$ cat config.mk
export PLATFORM = sky130hd
export DESIGN_NAME = lsb_first_prefix_code_decoder_top_flat
export DESIGN_NICKNAME = d
export VERILOG_FILES = /design/src/rtl/lpcd_pkg.sv /design/src/rtl/lpcd_if.sv /design/src/rtl/lsb_first_prefix_code_decoder_top.sv /design/src/rtl/lpcd_cfg.sv /design/src/rtl/lpcd_bitbuf.sv /design/src/flat_wrapper.sv
export SDC_FILE = /design/constraint.sdc
export NUM_CORES = 1
export LEC_CHECK = 0
export CAP_MARGIN = 20
export CELL_PAD_IN_SITES_DETAIL_PLACEMENT = 2
export CELL_PAD_IN_SITES_GLOBAL_PLACEMENT = 2
export CORE_MARGIN = 3
export CORE_UTILIZATION = 25
export CTS_CLUSTER_SIZE = 40
export DETAILED_ROUTE_END_ITERATION = 12
export DONT_BUFFER_PORTS = 1
export PLACE_DENSITY = 0.67
export SLEW_MARGIN = 20
export SYNTH_ARGS = -nofsm -noshare
export SYNTH_HDL_FRONTEND = slang
export SYNTH_HIERARCHICAL = 1
export SYNTH_SLANG_ARGS = --single-unit
$ cat constraint.sdc
create_clock -name clk -period 12.27 [get_ports clk]
set_input_delay 1.227 -clock clk [delete_from_list [all_inputs] [get_ports clk]]
set_output_delay 1.227 -clock clk [all_outputs]
set_load 0.02 [all_outputs]
$ cat src/rtl/lpcd_pkg.sv
// ----------------------------------------------------------------------------
// lpcd_pkg
// Shared types, constants and code tables of the LSB-first prefix decoder.
// ----------------------------------------------------------------------------
`default_nettype none

package lpcd_pkg;

  localparam int MaxCodeLen = 6;
  localparam int BufBits    = 13;
  localparam int HeldBits   = 4;
  localparam int CntBits    = 16;
  localparam int LimitBits  = 16;
  localparam int AddrBits   = 3;
  localparam logic [LimitBits-1:0] LimitReset = 16'd255;
  localparam logic                 RegSymbolLimit = 1'b0;

  typedef enum logic [2:0] {
    KIND_SYMBOL     = 3'd0,
    KIND_END        = 3'd1,
    KIND_INCOMPLETE = 3'd2,
    KIND_EXHAUSTED  = 3'd3,
    KIND_LIMIT      = 3'd4
  } kind_t;

  typedef enum logic [1:0] {
    ST_IDLE = 2'b01,
    ST_RUN  = 2'b10
  } state_t;

  // decode of the code at the bottom of the bit buffer
  typedef struct packed {
    logic [2:0] ones;
    logic [2:0] len;
    logic       complete;
    logic       is_end;
  } dec_t;

  typedef struct packed {
    logic load;
    logic consume;
    logic clear;
  } bb_cmd_t;

  typedef struct packed {
    logic held_zero;
    dec_t cur;
    logic nxt_held_zero;
    logic nxt_complete;
  } bb_stat_t;

  function automatic dec_t code_decode(input logic [BufBits-1:0]  bits,
                                       input logic [HeldBits-1:0] held);
    dec_t d;
    logic run;
    d.ones = '0;
    run    = 1'b1;
    for (int i = 0; i < MaxCodeLen; i++) begin
      if (run && (HeldBits'(i) < held) && bits[i]) begin
        d.ones = d.ones + 3'd1;
      end else begin
        run = 1'b0;
      end
    end
    d.is_end   = (d.ones == 3'(MaxCodeLen));
    d.len      = d.is_end ? 3'(MaxCodeLen) : d.ones + 3'd1;
    d.complete = (HeldBits'(d.len) <= held);
    return d;
  endfunction

  function automatic logic [7:0] sym_char(input logic [2:0] ones);
    logic [7:0] c;
    unique case (ones)
      3'd0:    c = 8'h65;
      3'd1:    c = 8'h74;
      3'd2:    c = 8'h61;
      3'd3:    c = 8'h20;
      3'd4:    c = 8'h68;
      3'd5:    c = 8'h72;
      default: c = 8'h00;
    endcase
    return c;
  endfunction

endpackage

`default_nettype wire

$ cat src/rtl/lpcd_if.sv
// ----------------------------------------------------------------------------
// lpcd stream interfaces
// Valid/ready channels for encoded input words and decoded result words.
// ----------------------------------------------------------------------------
`default_nettype none

interface lpcd_in_if;
  logic       valid;
  logic       ready;
  logic [7:0] stream_byte;
  logic       final_byte;

  modport source (output valid, output stream_byte, output final_byte, input ready);
  modport sink   (input valid, input stream_byte, input final_byte, output ready);
endinterface

interface lpcd_out_if;
  logic       valid;
  logic       ready;
  logic [7:0] character;
  logic [2:0] result_kind;
  logic       run_end;

  modport source (output valid, output character, output result_kind, output run_end,
                  input ready);
  modport sink   (input valid, input character, input result_kind, input run_end,
                  output ready);
endinterface

`default_nettype wire

$ cat src/rtl/lsb_first_prefix_code_decoder_top.sv
// ----------------------------------------------------------------------------
// lsb_first_prefix_code_decoder_top
// Decodes an LSB-first prefix-coded word stream into characters and markers.
// ----------------------------------------------------------------------------
// Flow: an accepted word is loaded into the bit shift register; its results
//   are then decoded into the result register. No new word is taken until
//   the last one is done. One code leaves the bit shift register per cycle and
//   the result register one word per cycle while the receiver is ready.
// Reset: synchronous, active low; clears the run state, limit returns to 255.
`default_nettype none

module lsb_first_prefix_code_decoder_top
  import lpcd_pkg::*;
(
  input  wire logic                clk,
  input  wire logic                rst_n,
  lpcd_in_if.sink                  in_chan,
  lpcd_out_if.source               out_chan,
  input  wire logic                psel,
  input  wire logic                penable,
  input  wire logic                pwrite,
  input  wire logic [AddrBits-1:0] paddr,
  input  wire logic [31:0]         pwdata,
  output logic      [31:0]         prdata,
  output logic                     pready
);

  logic [LimitBits-1:0] symbol_limit;
  bb_cmd_t              bb_cmd;
  bb_stat_t             bb_stat;

  state_t               state_r, state_nxt;
  logic [CntBits-1:0]   cnt_r, cnt_nxt, cnt_sat;
  logic                 stop_r, stop_nxt;
  logic                 fin_r, fin_nxt;

  logic                 out_valid_r, out_valid_nxt;
  logic [7:0]           char_r, char_nxt;
  kind_t                kind_r, kind_nxt;
  logic                 run_end_r, run_end_nxt;

  logic                 in_acc;
  logic                 out_free;
  logic                 emit;
  logic                 finish;
  logic                 nxt_has;

  lpcd_cfg u_cfg (
    .clk          (clk),
    .rst_n        (rst_n),
    .psel         (psel),
    .penable      (penable),
    .pwrite       (pwrite),
    .paddr        (paddr),
    .pwdata       (pwdata),
    .prdata       (prdata),
    .pready       (pready),
    .symbol_limit (symbol_limit)
  );

  lpcd_bitbuf u_bitbuf (
    .clk     (clk),
    .rst_n   (rst_n),
    .cmd     (bb_cmd),
    .data_in (in_chan.stream_byte),
    .stat    (bb_stat)
  );

  assign in_chan.ready = (state_r == ST_IDLE);
  assign in_acc        = in_chan.valid && in_chan.ready;
  assign out_free      = !out_valid_r || out_chan.ready;
  assign cnt_sat       = (&cnt_r) ? cnt_r : cnt_r + 1'b1;
  // after this symbol, does the next step give a result for the same word
  assign nxt_has       = (cnt_sat >= symbol_limit) || fin_r ||
                         (!bb_stat.nxt_held_zero && bb_stat.nxt_complete);

  always_comb begin
    state_nxt   = state_r;
    cnt_nxt     = cnt_r;
    stop_nxt    = stop_r;
    fin_nxt     = fin_r;
    bb_cmd      = '0;
    emit        = 1'b0;
    finish      = 1'b0;
    char_nxt    = 8'h00;
    kind_nxt    = KIND_SYMBOL;
    run_end_nxt = 1'b1;
    unique case (state_r)
      ST_IDLE: begin
        if (in_acc) begin
          if (stop_r) begin
            // drop words until the final one, which clears the run
            if (in_chan.final_byte) begin
              bb_cmd.clear = 1'b1;
              cnt_nxt      = '0;
              stop_nxt     = 1'b0;
            end
          end else begin
            bb_cmd.load = 1'b1;
            fin_nxt     = in_chan.final_byte;
            state_nxt   = ST_RUN;
          end
        end
      end
      ST_RUN: begin
        if (out_free) begin
          state_nxt = ST_IDLE;
          if (cnt_r >= symbol_limit) begin
            emit     = 1'b1;
            kind_nxt = KIND_LIMIT;
            stop_nxt = 1'b1;
            finish   = 1'b1;
          end else if (bb_stat.held_zero) begin
            emit     = fin_r;
            kind_nxt = KIND_EXHAUSTED;
            finish   = 1'b1;
          end else if (!bb_stat.cur.complete) begin
            // hold partial code bits for the next word unless stream ends
            emit     = fin_r;
            kind_nxt = KIND_INCOMPLETE;
            finish   = 1'b1;
          end else if (bb_stat.cur.is_end) begin
            bb_cmd.consume = 1'b1;
            emit           = 1'b1;
            kind_nxt       = KIND_END;
            stop_nxt       = 1'b1;
            finish         = 1'b1;
          end else begin
            bb_cmd.consume = 1'b1;
            emit           = 1'b1;
            char_nxt       = sym_char(bb_stat.cur.ones);
            kind_nxt       = KIND_SYMBOL;
            run_end_nxt    = !nxt_has;
            cnt_nxt        = cnt_sat;
            if (nxt_has) begin
              state_nxt = ST_RUN;
            end
          end
          if (finish && fin_r) begin
            bb_cmd.clear = 1'b1;
            cnt_nxt      = '0;
            stop_nxt     = 1'b0;
          end
        end
      end
      default: begin
        state_nxt = ST_IDLE;
      end
    endcase
  end

  always_comb begin
    out_valid_nxt = out_valid_r;
    if (emit) begin
      out_valid_nxt = 1'b1;
    end else if (out_chan.ready) begin
      out_valid_nxt = 1'b0;
    end
  end

  always_ff @(posedge clk) begin
    if (!rst_n) begin
      state_r     <= ST_IDLE;
      cnt_r       <= '0;
      stop_r      <= 1'b0;
      fin_r       <= 1'b0;
      out_valid_r <= 1'b0;
    end else begin
      state_r     <= state_nxt;
      cnt_r       <= cnt_nxt;
      stop_r      <= stop_nxt;
      fin_r       <= fin_nxt;
      out_valid_r <= out_valid_nxt;
    end
  end

  always_ff @(posedge clk) begin
    if (emit) begin
      char_r    <= char_nxt;
      kind_r    <= kind_nxt;
      run_end_r <= run_end_nxt;
    end
  end

  assign out_chan.valid       = out_valid_r;
  assign out_chan.character   = char_r;
  assign out_chan.result_kind = kind_r;
  assign out_chan.run_end     = run_end_r;

  // markers always close the results of their word
  a_marker_ends_run: assert property (@(posedge clk) disable iff (!rst_n)
    (out_valid_r && (kind_r != KIND_SYMBOL)) |-> run_end_r)
    else $error("marker result without run_end");

  a_marker_no_char: assert property (@(posedge clk) disable iff (!rst_n)
    (out_valid_r && (kind_r != KIND_SYMBOL)) |-> (char_r == 8'h00))
    else $error("marker result carries a character");

  a_result_from_run: assert property (@(posedge clk) disable iff (!rst_n)
    $rose(out_valid_r) |-> $past(state_r == ST_RUN))
    else $error("result raised outside the decode state");

endmodule

`default_nettype wire

$ cat src/rtl/lpcd_cfg.sv
// ----------------------------------------------------------------------------
// lpcd_cfg
// APB register file holding the symbol limit.
// ----------------------------------------------------------------------------
`default_nettype none

module lpcd_cfg
  import lpcd_pkg::*;
(
  input  wire logic                 clk,
  input  wire logic                 rst_n,
  input  wire logic                 psel,
  input  wire logic                 penable,
  input  wire logic                 pwrite,
  input  wire logic [AddrBits-1:0]  paddr,
  input  wire logic [31:0]          pwdata,
  output logic      [31:0]          prdata,
  output logic                      pready,
  output logic      [LimitBits-1:0] symbol_limit
);

  logic [LimitBits-1:0] limit_r;
  logic [LimitBits-1:0] limit_nxt;
  logic                 hit;

  assign hit    = (paddr[AddrBits-1] == RegSymbolLimit);
  assign pready = 1'b1;

  always_comb begin
    limit_nxt = limit_r;
    if (psel && penable && pwrite && hit) begin
      limit_nxt = pwdata[LimitBits-1:0];
    end
  end

  always_ff @(posedge clk) begin
    if (!rst_n) begin
      limit_r <= LimitReset;
    end else begin
      limit_r <= limit_nxt;
    end
  end

  assign prdata       = hit ? {{(32-LimitBits){1'b0}}, limit_r} : 32'd0;
  assign symbol_limit = limit_r;

endmodule

`default_nettype wire

$ cat src/rtl/lpcd_bitbuf.sv
// ----------------------------------------------------------------------------
// lpcd_bitbuf
// Bit shift register: appends a word above held bits and, on consume, shifts
// one code out of the bottom per cycle; decodes the current and next code.
// ----------------------------------------------------------------------------
`default_nettype none

module lpcd_bitbuf
  import lpcd_pkg::*;
(
  input  wire logic       clk,
  input  wire logic       rst_n,
  input  wire bb_cmd_t    cmd,
  input  wire logic [7:0] data_in,
  output bb_stat_t        stat
);

  logic [BufBits-1:0]  buf_r;
  logic [BufBits-1:0]  buf_nxt;
  logic [HeldBits-1:0] held_r;
  logic [HeldBits-1:0] held_nxt;
  logic [BufBits-1:0]  shifted;
  logic [HeldBits-1:0] held_after;
  logic [BufBits-1:0]  appended;
  dec_t                dec_cur;
  dec_t                dec_nxt;

  always_comb begin
    dec_cur    = code_decode(buf_r, held_r);
    shifted    = buf_r >> dec_cur.len;
    held_after = held_r - HeldBits'(dec_cur.len);
    dec_nxt    = code_decode(shifted, held_after);
    // held bits never exceed five here, so the word lands inside the buffer
    appended   = buf_r | (BufBits'(data_in) << held_r[2:0]);
  end

  always_comb begin
    buf_nxt  = buf_r;
    held_nxt = held_r;
    if (cmd.clear) begin
      buf_nxt  = '0;
      held_nxt = '0;
    end else if (cmd.load) begin
      buf_nxt  = appended;
      held_nxt = held_r + HeldBits'(8);
    end else if (cmd.consume) begin
      buf_nxt  = shifted;
      held_nxt = held_after;
    end
  end

  always_ff @(posedge clk) begin
    if (!rst_n) begin
      buf_r  <= '0;
      held_r <= '0;
    end else begin
      buf_r  <= buf_nxt;
      held_r <= held_nxt;
    end
  end

  assign stat.held_zero     = (held_r == '0);
  assign stat.cur           = dec_cur;
  assign stat.nxt_held_zero = (held_after == '0);
  assign stat.nxt_complete  = dec_nxt.complete;

endmodule

`default_nettype wire

$ cat src/flat_wrapper.sv
// flat-port wrapper written by rule: the top's interface ports become plain ports
module lsb_first_prefix_code_decoder_top_flat import lpcd_pkg::*;
  (clk, rst_n, psel, penable, pwrite, paddr, pwdata, prdata, pready, in_chan_valid, in_chan_stream_byte, in_chan_final_byte, in_chan_ready, out_chan_valid, out_chan_character, out_chan_result_kind, out_chan_run_end, out_chan_ready);
  lpcd_in_if in_chan_i ();
  lpcd_out_if out_chan_i ();
  input  wire logic clk;
  input  wire logic rst_n;
  input  wire logic psel;
  input  wire logic penable;
  input  wire logic pwrite;
  input  wire logic [AddrBits-1:0] paddr;
  input  wire logic [31:0] pwdata;
  output logic      [31:0] prdata;
  output logic pready;
  input wire logic [$bits(in_chan_i.valid)-1:0] in_chan_valid;
  input wire logic [$bits(in_chan_i.stream_byte)-1:0] in_chan_stream_byte;
  input wire logic [$bits(in_chan_i.final_byte)-1:0] in_chan_final_byte;
  output wire logic [$bits(in_chan_i.ready)-1:0] in_chan_ready;
  output wire logic [$bits(out_chan_i.valid)-1:0] out_chan_valid;
  output wire logic [$bits(out_chan_i.character)-1:0] out_chan_character;
  output wire logic [$bits(out_chan_i.result_kind)-1:0] out_chan_result_kind;
  output wire logic [$bits(out_chan_i.run_end)-1:0] out_chan_run_end;
  input wire logic [$bits(out_chan_i.ready)-1:0] out_chan_ready;
  assign in_chan_i.valid = in_chan_valid;
  assign in_chan_i.stream_byte = in_chan_stream_byte;
  assign in_chan_i.final_byte = in_chan_final_byte;
  assign in_chan_ready = in_chan_i.ready;
  assign out_chan_valid = out_chan_i.valid;
  assign out_chan_character = out_chan_i.character;
  assign out_chan_result_kind = out_chan_i.result_kind;
  assign out_chan_run_end = out_chan_i.run_end;
  assign out_chan_i.ready = out_chan_ready;
  lsb_first_prefix_code_decoder_top u_core (.clk(clk), .rst_n(rst_n), .in_chan(in_chan_i), .out_chan(out_chan_i), .psel(psel), .penable(penable), .pwrite(pwrite), .paddr(paddr), .pwdata(pwdata), .prdata(prdata), .pready(pready));
endmodule
# Yosys cells after proc, flatten, opt, wreduce, memory -nomap -nowiden
# Index checks and enable logic that the tools add are counted.
dict set report totals {
  regBits 66
  latchBits 0
  mem_bits_rw 0
  mem_bits_ro 0
  input_bits 51
  out_inout_bits 47
  word_cells 212
  memories 0
}
dict set report op_classes {
  add_sub_neg 15
  n_mul 0
  div_mod_pow 0
  magnitude_cmp 16
  eq_ne 21
  shift 2
  muxes 90
  bitwise 7
  reduce_logical 49
}
# operator n
set ops {}
lappend ops {{16-bit two-way mux} 11}
lappend ops {{1-bit two-way mux} 46}
lappend ops {{3-bit two-way mux} 14}
lappend ops {{7-bit one-hot mux with 6 select lines} 1}
lappend ops {{3-bit by 1-bit adder with 3-bit output, second input constant} 11}
lappend ops {{16-bit >= comparator} 2}
lappend ops {{16-bit one-hot mux with 2 select lines} 1}
lappend ops {{1-bit logical AND} 28}
lappend ops {{13-bit two-way mux} 2}
lappend ops {{2-bit two-way mux} 10}
lappend ops {{16-bit by 1-bit adder with 16-bit output, second input constant} 1}
lappend ops {{1-bit by 4-bit less-than comparator with 1-bit output, first input constant} 4}
lappend ops {{2-bit by 4-bit less-than comparator with 1-bit output, first input constant} 4}
lappend ops {{3-bit by 4-bit less-than comparator with 1-bit output, first input constant} 4}
lappend ops {{16-bit AND reduction} 1}
lappend ops {{13-bit bitwise OR} 1}
lappend ops {{8-bit by 3-bit left shift with 13-bit output} 1}
lappend ops {{13-bit by 3-bit >> shifter with 13-bit output} 1}
lappend ops {{3-bit == test, second input constant} 4}
lappend ops {{3-bit inequality test, second input constant} 3}
lappend ops {{9-bit AND reduction} 1}
lappend ops {{3-bit by 4-bit <= comparator with 1-bit output} 2}
lappend ops {{4-bit logical NOT} 2}
lappend ops {{4-bit two-way mux} 2}
lappend ops {{other kinds (25)} 43}

# Longest topological paths before layout
# Gate-level depths: netlist of run 1.
dict set report depth {
  depth_word 51
  ltp_mapped 57
  ltp_nobuf 55
}

# Cells and area by module
# The synthesis of run 1 kept the hierarchy.
# module instances cells_per_inst area_each_um2 seq_area_each_um2
set by_module_without_submodules {}
lappend by_module_without_submodules {lsb_first_prefix_code_decoder_top 1 310 2588.7 750.7}
lappend by_module_without_submodules {lpcd_bitbuf 1 320 2544.9 340.3}
lappend by_module_without_submodules {lpcd_cfg 1 106 947.2 320.3}

# Worst setup path after synthesis of run 1
# OpenSTA, ideal clock, no wires.
dict set report synth_path {
  path_kind {reg2reg}
  startpoint {register u_core.u_bitbuf.held_r[1]}
  endpoint {register u_core.state_r[1]}
  setup_time_ps 124
  arrival_ps 10185
  t_required_ps 12146
  setup_slack_ps 1961
  path_stages_with_launch 54
  n_path_buf 3
  synth_period_minus_slack_ps 10309
  cell_sequence {dfxtp_1 -> buf_2 -> clkbuf_1 -> nor4_1 -> nor2b_1 -> ha_1 -> clkbuf_1 -> xnor2_1 -> ha_1 -> mux2_2 -> ha_1 -> mux2_2 -> ha_1 -> o2111ai_1 -> xor2_1 -> mux2i_4 -> mux2_2 -> nor2_1 -> [... 18 more ...] -> o21ai_0 -> ha_1 -> a21boi_0 -> and4_1 -> a31oi_1 -> xnor2_1 -> and3b_1 -> o21bai_1 -> xor2_1 -> mux2_1 -> ha_1 -> a21oi_1 -> a31oi_1 -> nand2_1 -> a211oi_1 -> o311ai_0 -> o21bai_1 -> o21ai_0}
}
# element line_no
set synth_rtl {}
lappend synth_rtl {{start: declaration} lpcd_bitbuf.sv:20} ;# logic [HeldBits-1:0] held_r;
lappend synth_rtl {{start signal: assignment} lpcd_bitbuf.sv:58} ;# held_r <= held_nxt;
lappend synth_rtl {{end signal: assignment} lsb_first_prefix_code_decoder_top.sv:169} ;# state_r <= state_nxt;
lappend synth_rtl {{end: declaration} lsb_first_prefix_code_decoder_top.sv:32} ;# state_t state_r, state_nxt;

==> results of run 1 <==
## per-stage QoR
step           total power [mW]  util, %  hold slack (ps)  instances  setup WS, ps
6_report                 0.7561    27.93            483.5       1045          1059
5_1_grt                  0.8099    27.93            535.8       1045        -50.03
4_1_cts                  0.7701    27.81            491.1       1043         476.6
3_5_place_dp             0.4847    26.47            480.5       1027         557.3
3_3_place_gp             0.4806    26.47            464.0       1027         788.9
2_1_floorplan            0.4302        -            443.2        751          1961
## logic make-up after synthesis
kind of cell    Yosys count  synth area share, %
other cells               3               0.1852
flops                    65                23.21
compound gates          172                19.10
mux                      59                11.32
simple gates            253                21.95
fa+ha+maj                56                11.65
xor+xnor                 24                3.807
buf+inv                 104                8.786
## Yosys cell counts, types with 3 or more instances
| library cell | count |
|---|---|
| sky130_fd_sc_hd__a21o_1 | 7 |
| sky130_fd_sc_hd__and2b_2 | 6 |
| sky130_fd_sc_hd__nor2b_1 | 39 |
| sky130_fd_sc_hd__mux2_2 | 14 |
| sky130_fd_sc_hd__o221ai_1 | 4 |
| sky130_fd_sc_hd__buf_6 | 4 |
| sky130_fd_sc_hd__and2_1 | 4 |
| sky130_fd_sc_hd__nor2_1 | 49 |
| sky130_fd_sc_hd__o21ai_0 | 37 |
| sky130_fd_sc_hd__xor2_1 | 9 |
| sky130_fd_sc_hd__nand2b_1 | 10 |
| sky130_fd_sc_hd__buf_2 | 5 |
| sky130_fd_sc_hd__a31oi_1 | 16 |
| sky130_fd_sc_hd__a21oi_1 | 41 |
| sky130_fd_sc_hd__nand3b_1 | 5 |
| sky130_fd_sc_hd__nor4_1 | 4 |
| sky130_fd_sc_hd__a221oi_1 | 4 |
| sky130_fd_sc_hd__a21boi_0 | 7 |
| sky130_fd_sc_hd__nand3_1 | 14 |
| sky130_fd_sc_hd__conb_1 | 3 |
| sky130_fd_sc_hd__inv_1 | 50 |
| sky130_fd_sc_hd__buf_4 | 24 |
| sky130_fd_sc_hd__and3_1 | 4 |
| sky130_fd_sc_hd__xnor2_1 | 13 |
| sky130_fd_sc_hd__o21a_1 | 7 |
| sky130_fd_sc_hd__dfxtp_1 | 54 |
| sky130_fd_sc_hd__nor3b_1 | 3 |
| sky130_fd_sc_hd__ha_1 | 55 |
| sky130_fd_sc_hd__edfxtp_1 | 11 |
| sky130_fd_sc_hd__a211oi_1 | 8 |
| sky130_fd_sc_hd__mux2i_1 | 37 |
| sky130_fd_sc_hd__or2_2 | 5 |
| sky130_fd_sc_hd__nand2_1 | 70 |
| sky130_fd_sc_hd__clkbuf_1 | 17 |
| sky130_fd_sc_hd__nand4_1 | 7 |
| sky130_fd_sc_hd__nor3_1 | 14 |
| sky130_fd_sc_hd__o21bai_1 | 5 |
| sky130_fd_sc_hd__mux4_2 | 5 |
## routing by layer
metal | routed length, um | global-route usage, % | vias to the layer above
met4 | 320 | 4.575 | 0
met3 | 703 | 2.882 | 17
met5 | 0 | 0 | -
li1 | - | - | 2550
met1 | 8447 | 18.33 | 2597
met2 | 8808 | 24.32 | 99
## sequential cells by signal (all words and copies together), names as in the netlist, 2 cells and up
register / cells
u_core/out_chan.result_kind: 3
u_core/u_bitbuf/held_r: 4
u_core/u_bitbuf/buf_r: 13
u_core/u_cfg/symbol_limit: 16
u_core/out_chan.character: 7
u_core/state_r: 2
u_core/cnt_r: 16
## power groups by stage
stage | combinational [mW] | sequential, mW | clock, mW
floorplan | 0.185 | 0.245 | 0
global placement | 0.226 | 0.255 | 0
detailed placement | 0.230 | 0.255 | 0
CTS | 0.231 | 0.250 | 0.289
global route | 0.260 | 0.253 | 0.296
finish | 0.230 | 0.250 | 0.276
## final timing paths
kind,slack (ps),endpoint,start
min reg2reg,480,u_core/u_cfg/symbol_limit[9],u_core/u_cfg/symbol_limit[9]
max,1060,u_core/state_r[1],u_core/u_bitbuf/held_r[3]
max reg2reg,1060,u_core/state_r[1],u_core/u_bitbuf/held_r[3]
min,480,u_core/u_cfg/symbol_limit[9],u_core/u_cfg/symbol_limit[9]
## layout make-up
class / instances / area, um2 / share of cell area (%)
timing repair buffer: 12 / 90.09 / 1.362
sequential: 65 / 1411 / 21.34
inverter: 51 / 191.4 / 2.894
tap: 319 / 399.1 / 6.035
multi-input combinational: 582 / 4205 / 63.58
clock buffer: 12 / 266.5 / 4.030
clock inverter: 4 / 50.05 / 0.7567
## worst min-delay path: stages (launching register included)
cell	delay (ps)
sky130_fd_sc_hd__dfxtp_1	330
sky130_fd_sc_hd__nand2_1	60
sky130_fd_sc_hd__mux2i_1	50
## timing repair
| action | in CTS | in global routing |
|---|---|---|
| hold endpoints to repair | 0 | 0 |
| gates resized for setup | 0 | 3 |
| setup buffers | 0 | 2 |
| endpoints found under the setup margin | 0 | 3 |
==> metrics.sh, run 1 <==
STATUS='finished, final reports clean'
YS_FF_LATCH=65
POWER.SWITCHING_FRACTION_PCT=34.69
MIN_PATH_TYPE='reg2reg'
CLOCK_TREE.ROOT_CELL='sky130_fd_sc_hd__clkbuf_16'
VDD_DROP_MAX_mV=0.05304
ANT_NETS_AFTER_ROUTE=0
YS_DOMINANT_REG_CELL='sky130_fd_sc_hd__dfxtp_1'
CRITICAL-PATH-TOP-CELL-BY-COUNT='sky130_fd_sc_hd__ha_1'
PATH_CLK_SLEW_PS=60
GRT_MAX_DEGREE=43
DRT_FIRST_PASS_ITERS=4
TIMING.FMAX_MHz=89.20
SETUP-VIOLATIONS-FINAL=0
ROUTE.DETAILED.WL_PER_INST_UM=17.49
FINALNETCOUNT=828
ROUTE.VIAS.TOTAL=5263
NUM-FILL-CELLS=2787
PART_OF_THE_TOTAL_POWER_DISSIPATED_IN_COMBINATIONAL_LOGIC_PCT=30.4
DRTITER0DRC=265
WORST_EP_ARRIVAL_TIME_PS=11440
YS_TOP_CELLS_BY_AREA='sky130_fd_sc_hd__dfxtp_1, sky130_fd_sc_hd__ha_1, sky130_fd_sc_hd__mux2i_1, sky130_fd_sc_hd__edfxtp_1, sky130_fd_sc_hd__nand2_1'
SYNTHESIS.AREA_PER_INSTANCE_UM2=8.262
ROUTED_WIRELENGTH_UM=18280
FIN_CRIT_SH_PCT=91.37
PLACEMENT_ROWS=56
GRT_PASS1_WL_UM=30250
SYNTH_TOP_AREA_SHARE_PCT=17.78
MOST-COMMON-LAYOUT-CELLS='sky130_fd_sc_hd__nand2_1, sky130_fd_sc_hd__ha_1, sky130_fd_sc_hd__dfxtp_1'
FINALMAXSLEWVIOLATIONS=0
CORE_UM2=23680
HOLD_VIOLATIONS=0
CRITICAL-PATH-SLOWEST-CELL='sky130_fd_sc_hd__nor4_2'
LAYOUT_COMMONEST_CELL='sky130_fd_sc_hd__nand2_1'
NUMBER_OF_ANTENNA_VIOLATIONS_AT_THE_FIRST_CHECK_IN_GLOBAL_ROUTING=0
POWER_FRAC_CLOCK_PCT=36.5
RR_WORST_DEPTH=53
CP.REQUIRED_PS=12500
SEQ_POWER_SHARE_PCT=33.1
PLACE.GP.CONGESTION=0.8408
MAX-SLEW-MARGIN-REL_PCT=32.45
POWER.DENSITY_CELL_AREA_nW_PER_UM2=114.3
WORST_SLEW_PIN_SLEW_PS=1013
FIRST_GLOBAL_VIAS=5526
CRIT_FANOUT=10
NET_SW_POWER_mW=0.2623
CLOCK_TREE.HTREE_LEVEL_COUNT=3
SYNTH_ENABLE_FLOP_CELLS=11
MAPPED_CELLS=736
IOS=98
DIE_Y_UM=162.0
KIND_OF_START_POINT_OF_THE_CRITICAL_PATH='flop'
ALL_LAYER_GLOBAL_ROUTING_USAGE_PCT=14.35
MAXCAPVIOLCOUNT=0
TIMING.CRITICAL_PATH.SLOWEST_CELL_DELAY_PS=410
CPLARGESTDELAYFAMILY='adder cells'
CTS_MADE_BUFFERS=9
CLKSINKCOUNT=65
POST_CTS_HOLD_BUFFER_COUNT=0
PLACEMENT.IO_BUFFERS=0
SYNTH_ASYNC_SR_FLOP_SHARE_PCT=0
PLACED_CELL_AREA_UM2=6269
FINCLKSKEW_PS=9.846
TIMING.HOLD.WORST_PATH_DEPTH=2
FLOORPLAN.INITIALDENSITY_PCT=25.68
FINAL_PERIOD_MINUS_WORST_SETUP_SLACK_PS=11210
YS_TYPES=86
ROUTED_VIA_DENSITY=5.036
GRT.OVERFLOW.TOTAL=0
WORST_SKEW_PAIR.LATE_LATENCY_PS=350
NETLIST_AREA_UM2=6081
CRIT_CELLS=53
PATH_CLASS='reg2reg'
YS_WARN_COUNT=6
CRITPATHBUFINV=5
CP-END-KIND='flop'
DIEWIDTH_UM=162.0
SYNTH_AREA_LEADER_CELL='sky130_fd_sc_hd__dfxtp_1'
TOTAL_DIE_AREA_UM2=26230
FIN_TNS_SETUP_PS=0
MAX_CLOCK_BUF_DEPTH=2
POST-ROUTE-CELL-AREA_UM2=6614
FINAL_LAYOUT_SIZE_SUFFIX_GT1_SHARE_PCT=10.88
DP_HPWL_UM=14330
LAYOUT_STAGE_AREA_GROWTH_OVER_THE_SYNTHESIS_RESULT_PCT=8.765
SYNTH-SEQ-AREA-SHARE_PCT=23.21
ANTENNA-DIODE-COUNT=0
TRITONCTS='built'
INTERNAL_POWER_mW=0.4938
LEAKAGEPOWER_nW=2.675
POST-ROUTE-DRC-COUNT=0
Note: power is estimated with default switching activity, not from simulation.
==> run 2, diff against run 1 <==
ABC_AREA = 1   (was unset)
PLACE_DENSITY = 0.71   (was 0.67)
==> run 2 against run 1 <==
Compared with the run above:
- clock skew is 2.9 ps higher
- setup slack better by 980 ps
- clock-buffer cell count is 3 lower
- via count is 12% higher
- non-clock buffer count is 11 lower
- wire length is 5.2% higher
- highest routed layer unchanged
==> metrics.sh, run 2 <==
STATUS='finished, final reports clean'
SETUP-VIOLATIONS-FINAL=0
CRIT_FANOUT=22
SYNTH_COMPOUND_AREA_SHARE_PCT=11.81
SYNTH_MUX_AREA_SHARE_PCT=0.5054
CORE_UM2=23890
WORST_SLEW_PIN_SLEW_PS=871.0
POST-ROUTE-DRC-COUNT=0
DIEWIDTH_UM=163.4
RSZ0062_AT_GRT='no'
MAPPED_CELLS=941
POST_SYNTH_MOST_FREQUENT_CELLS='sky130_fd_sc_hd__nand2_1, sky130_fd_sc_hd__inv_1, sky130_fd_sc_hd__nor2_1, sky130_fd_sc_hd__nand3_1, sky130_fd_sc_hd__a21oi_1'
TIMING.FMAX_MHz=97.73
CP.REQUIRED_PS=12470
SYNTH_TOP_FAMILY_BY_AREA='simple AND/OR/NAND/NOR gates'
DRT_FIRST_PASS_ITERS=4
DP_HPWL_UM=15430
TIMING.CRITICAL_PATH.SLOWEST_CELL_DELAY_PS=800
MAXCAPVIOLCOUNT=0
SYNTH_ADDER_AREA_SHARE_PCT=11.44
WORST_SKEW_PAIR.LATE_LATENCY_PS=350
FIRST_GLOBAL_VIAS=6469
SYNTH_ASYNC_SR_FLOP_SHARE_PCT=0
CLKSINKCOUNT=65
SYNTH-SEQ-AREA-SHARE_PCT=22.80
RR_WORST_DEPTH=57
YS_TYPES=62
PLACEMENT.IO_BUFFERS=0
FINAL_LAYOUT_SIZE_SUFFIX_GT1_SHARE_PCT=9.081
SYNTH_TOP_AREA_SHARE_PCT=17.47
POWER.DENSITY_CELL_AREA_nW_PER_UM2=111.0
PATH_CLASS='reg2reg'
CLOCK_TREE.ROOT_CELL='sky130_fd_sc_hd__clkbuf_16'
TRITONCTS='built'
FIN_TNS_SETUP_PS=0
CP-END-KIND='flop'
WHS_PS=482.4
FINAL_PERIOD_MINUS_WORST_SETUP_SLACK_PS=10230
SYNTH_AREA_LEADER_CELL='sky130_fd_sc_hd__dfxtp_1'
FINALNETCOUNT=1038
ROUTED_WIRELENGTH_UM=19230
GRT_PASS1_WL_UM=32620
MIN_PATH_TYPE='reg2reg'
ANT_NETS_AFTER_ROUTE=0
PLACEMENT_ROWS=56
NUM-FILL-CELLS=2954
CRITICAL-PATH-TOP-CELL-BY-COUNT='sky130_fd_sc_hd__nand2_1'
SYNTH_ENABLE_FLOP_CELLS=11
NUMBER_OF_ANTENNA_VIOLATIONS_AT_THE_FIRST_CHECK_IN_GLOBAL_ROUTING=0
ANTENNA-DIODE-COUNT=0
YS_FF_LATCH=65
TIMING.HOLD.WORST_PATH_DEPTH=2
TOTAL_DIE_AREA_UM2=26680
MOST-COMMON-LAYOUT-CELLS='sky130_fd_sc_hd__nand2_1, sky130_fd_sc_hd__inv_1, sky130_fd_sc_hd__nor2_1'
AREA_OF_THE_MULTI_INPUT_GATES_UM2=3983
PLACE.GP.CONGESTION=0.7916
GRT.OVERFLOW.TOTAL=0
CTS_MADE_BUFFERS=9
ROUTED_VIA_DENSITY=4.700
WORST_EP_ARRIVAL_TIME_PS=10430
FIN_CRIT_SH_PCT=83.39
ROUTE.VIAS.TOTAL=5898
LAYOUT_COMMONEST_CELL='sky130_fd_sc_hd__nand2_1'
MAX_CLOCK_BUF_DEPTH=2
YOSYS.AREA_SHARE.SIMPLE_PCT=37.78
NETLIST_AREA_UM2=6190
GRT_MAX_DEGREE=23
LAYOUT_STAGE_AREA_GROWTH_OVER_THE_SYNTHESIS_RESULT_PCT=7.722
CLOCK_TREE.HTREE_LEVEL_COUNT=3
IOS=98
CRITICAL-PATH-SLOWEST-CELL='sky130_fd_sc_hd__dfxtp_1'
YS_DOMINANT_REG_CELL='sky130_fd_sc_hd__dfxtp_1'
FINALMAXSLEWVIOLATIONS=0
DRTITER0DRC=200
MAX-SLEW-MARGIN-REL_PCT=41.87
FINCLKSKEW_PS=12.75
ROUTE.DETAILED.WL_PER_INST_UM=15.32
CTS.REPAIR.RESIZED=0
YS_WARN_COUNT=6
REGISTER_AREA_UM2=1411
LEAKAGEPOWER_nW=3.294
VDD_DROP_MAX_mV=0.05590
ALL_LAYER_GLOBAL_ROUTING_USAGE_PCT=15.02
HOLD_VIOLATIONS=0
YS_TOP_CELLS_BY_AREA='sky130_fd_sc_hd__dfxtp_1, sky130_fd_sc_hd__nand2_1, sky130_fd_sc_hd__ha_1, sky130_fd_sc_hd__inv_1, sky130_fd_sc_hd__nand3_1'
DIE_Y_UM=163.4
PATH_CLK_SLEW_PS=70
YOSYSMOSTFREQUENTCELL='sky130_fd_sc_hd__nand2_1'
KIND_OF_START_POINT_OF_THE_CRITICAL_PATH='flop'
POST-CTS-SETUP-BUFFERS=0
FLOORPLAN.INITIALDENSITY_PCT=25.91
POST_CTS_HOLD_BUFFER_COUNT=0
SYNTHESIS.AREA_PER_INSTANCE_UM2=6.578
YOSYS.AREA_SHARE.XOR_XNOR_PCT=1.718
run 2: cell types whose count changed after synthesis, sizes merged, moves of 12 or more:
cell	change
nor2	+59
inv	+100
nand2	+174
nor2b	-39
nand3	+88
xnor2	-12
a21oi	+17
mux2	-14
mux2i	-37
run 2: final timing paths:
check             slack (ps)                    startpoint                      endpoint
setup / recovery        2040     u_core/u_bitbuf/held_r[1]             u_core/state_r[1]
hold / removal           480  u_core/u_cfg/symbol_limit[1]  u_core/u_cfg/symbol_limit[1]
setup reg to reg        2040     u_core/u_bitbuf/held_r[1]             u_core/state_r[1]
hold reg to reg          480  u_core/u_cfg/symbol_limit[1]  u_core/u_cfg/symbol_limit[1]
run 2: layout make-up:
class                      count  area share [%]
tap                          319           5.986
inverter                     156           8.932
multi-input combinational    698           59.73
sequential                    65           21.17
clock inverter                 7          0.6943
clock buffer                   9           3.378
timing repair buffer           1          0.1126
run 2: cells by family after synthesis:
group / after synthesis
AO/OA/AOI/OAI: 125
XOR/XNOR: 10
adder cells (fa/ha/maj): 56
buffers and inverters: 193
flip-flops: 65
multiplexers: 3
other: 3
AND/OR/NAND/NOR: 486
run 2: layer usage:
metal  routed length (um)  share of wire, %  GRT usage, %
met1                 9345                49         19.43
met3                  489               2.5         2.359
met2                 9225                48         26.45
met5                    0                 0             0
met4                  168              0.87         3.076
run 2: metrics by stage:
stage	cells	power, mW	utilization (%)	worst slack, ps	cell area (um2)
floorplan	956	0.4431	-	3496	6246
global placement	1239	0.4951	26.77	2139	6396
detailed placement	1239	0.5023	26.77	1882	6396
CTS	1255	0.7517	27.91	1850	6668
global route	1255	0.7933	27.91	712.3	6668
finish	1255	0.7398	27.91	2038	6668
run 2: critical path: cells and delay by family, from the launching register on:
kind,cells,cell delay (ps)
compound gates,9,1560
xor+xnor,1,170
fa+ha+maj,12,3780
buf+inv,5,440
flops,1,800
mux,1,290
simple gates,29,3030
run 2: power breakdown:
group / switching, mW / internal [mW]
sequential: 0.0136 / 0.232
combinational: 0.177 / 0.0716
clock: 0.109 / 0.136
total: 0.300 / 0.440
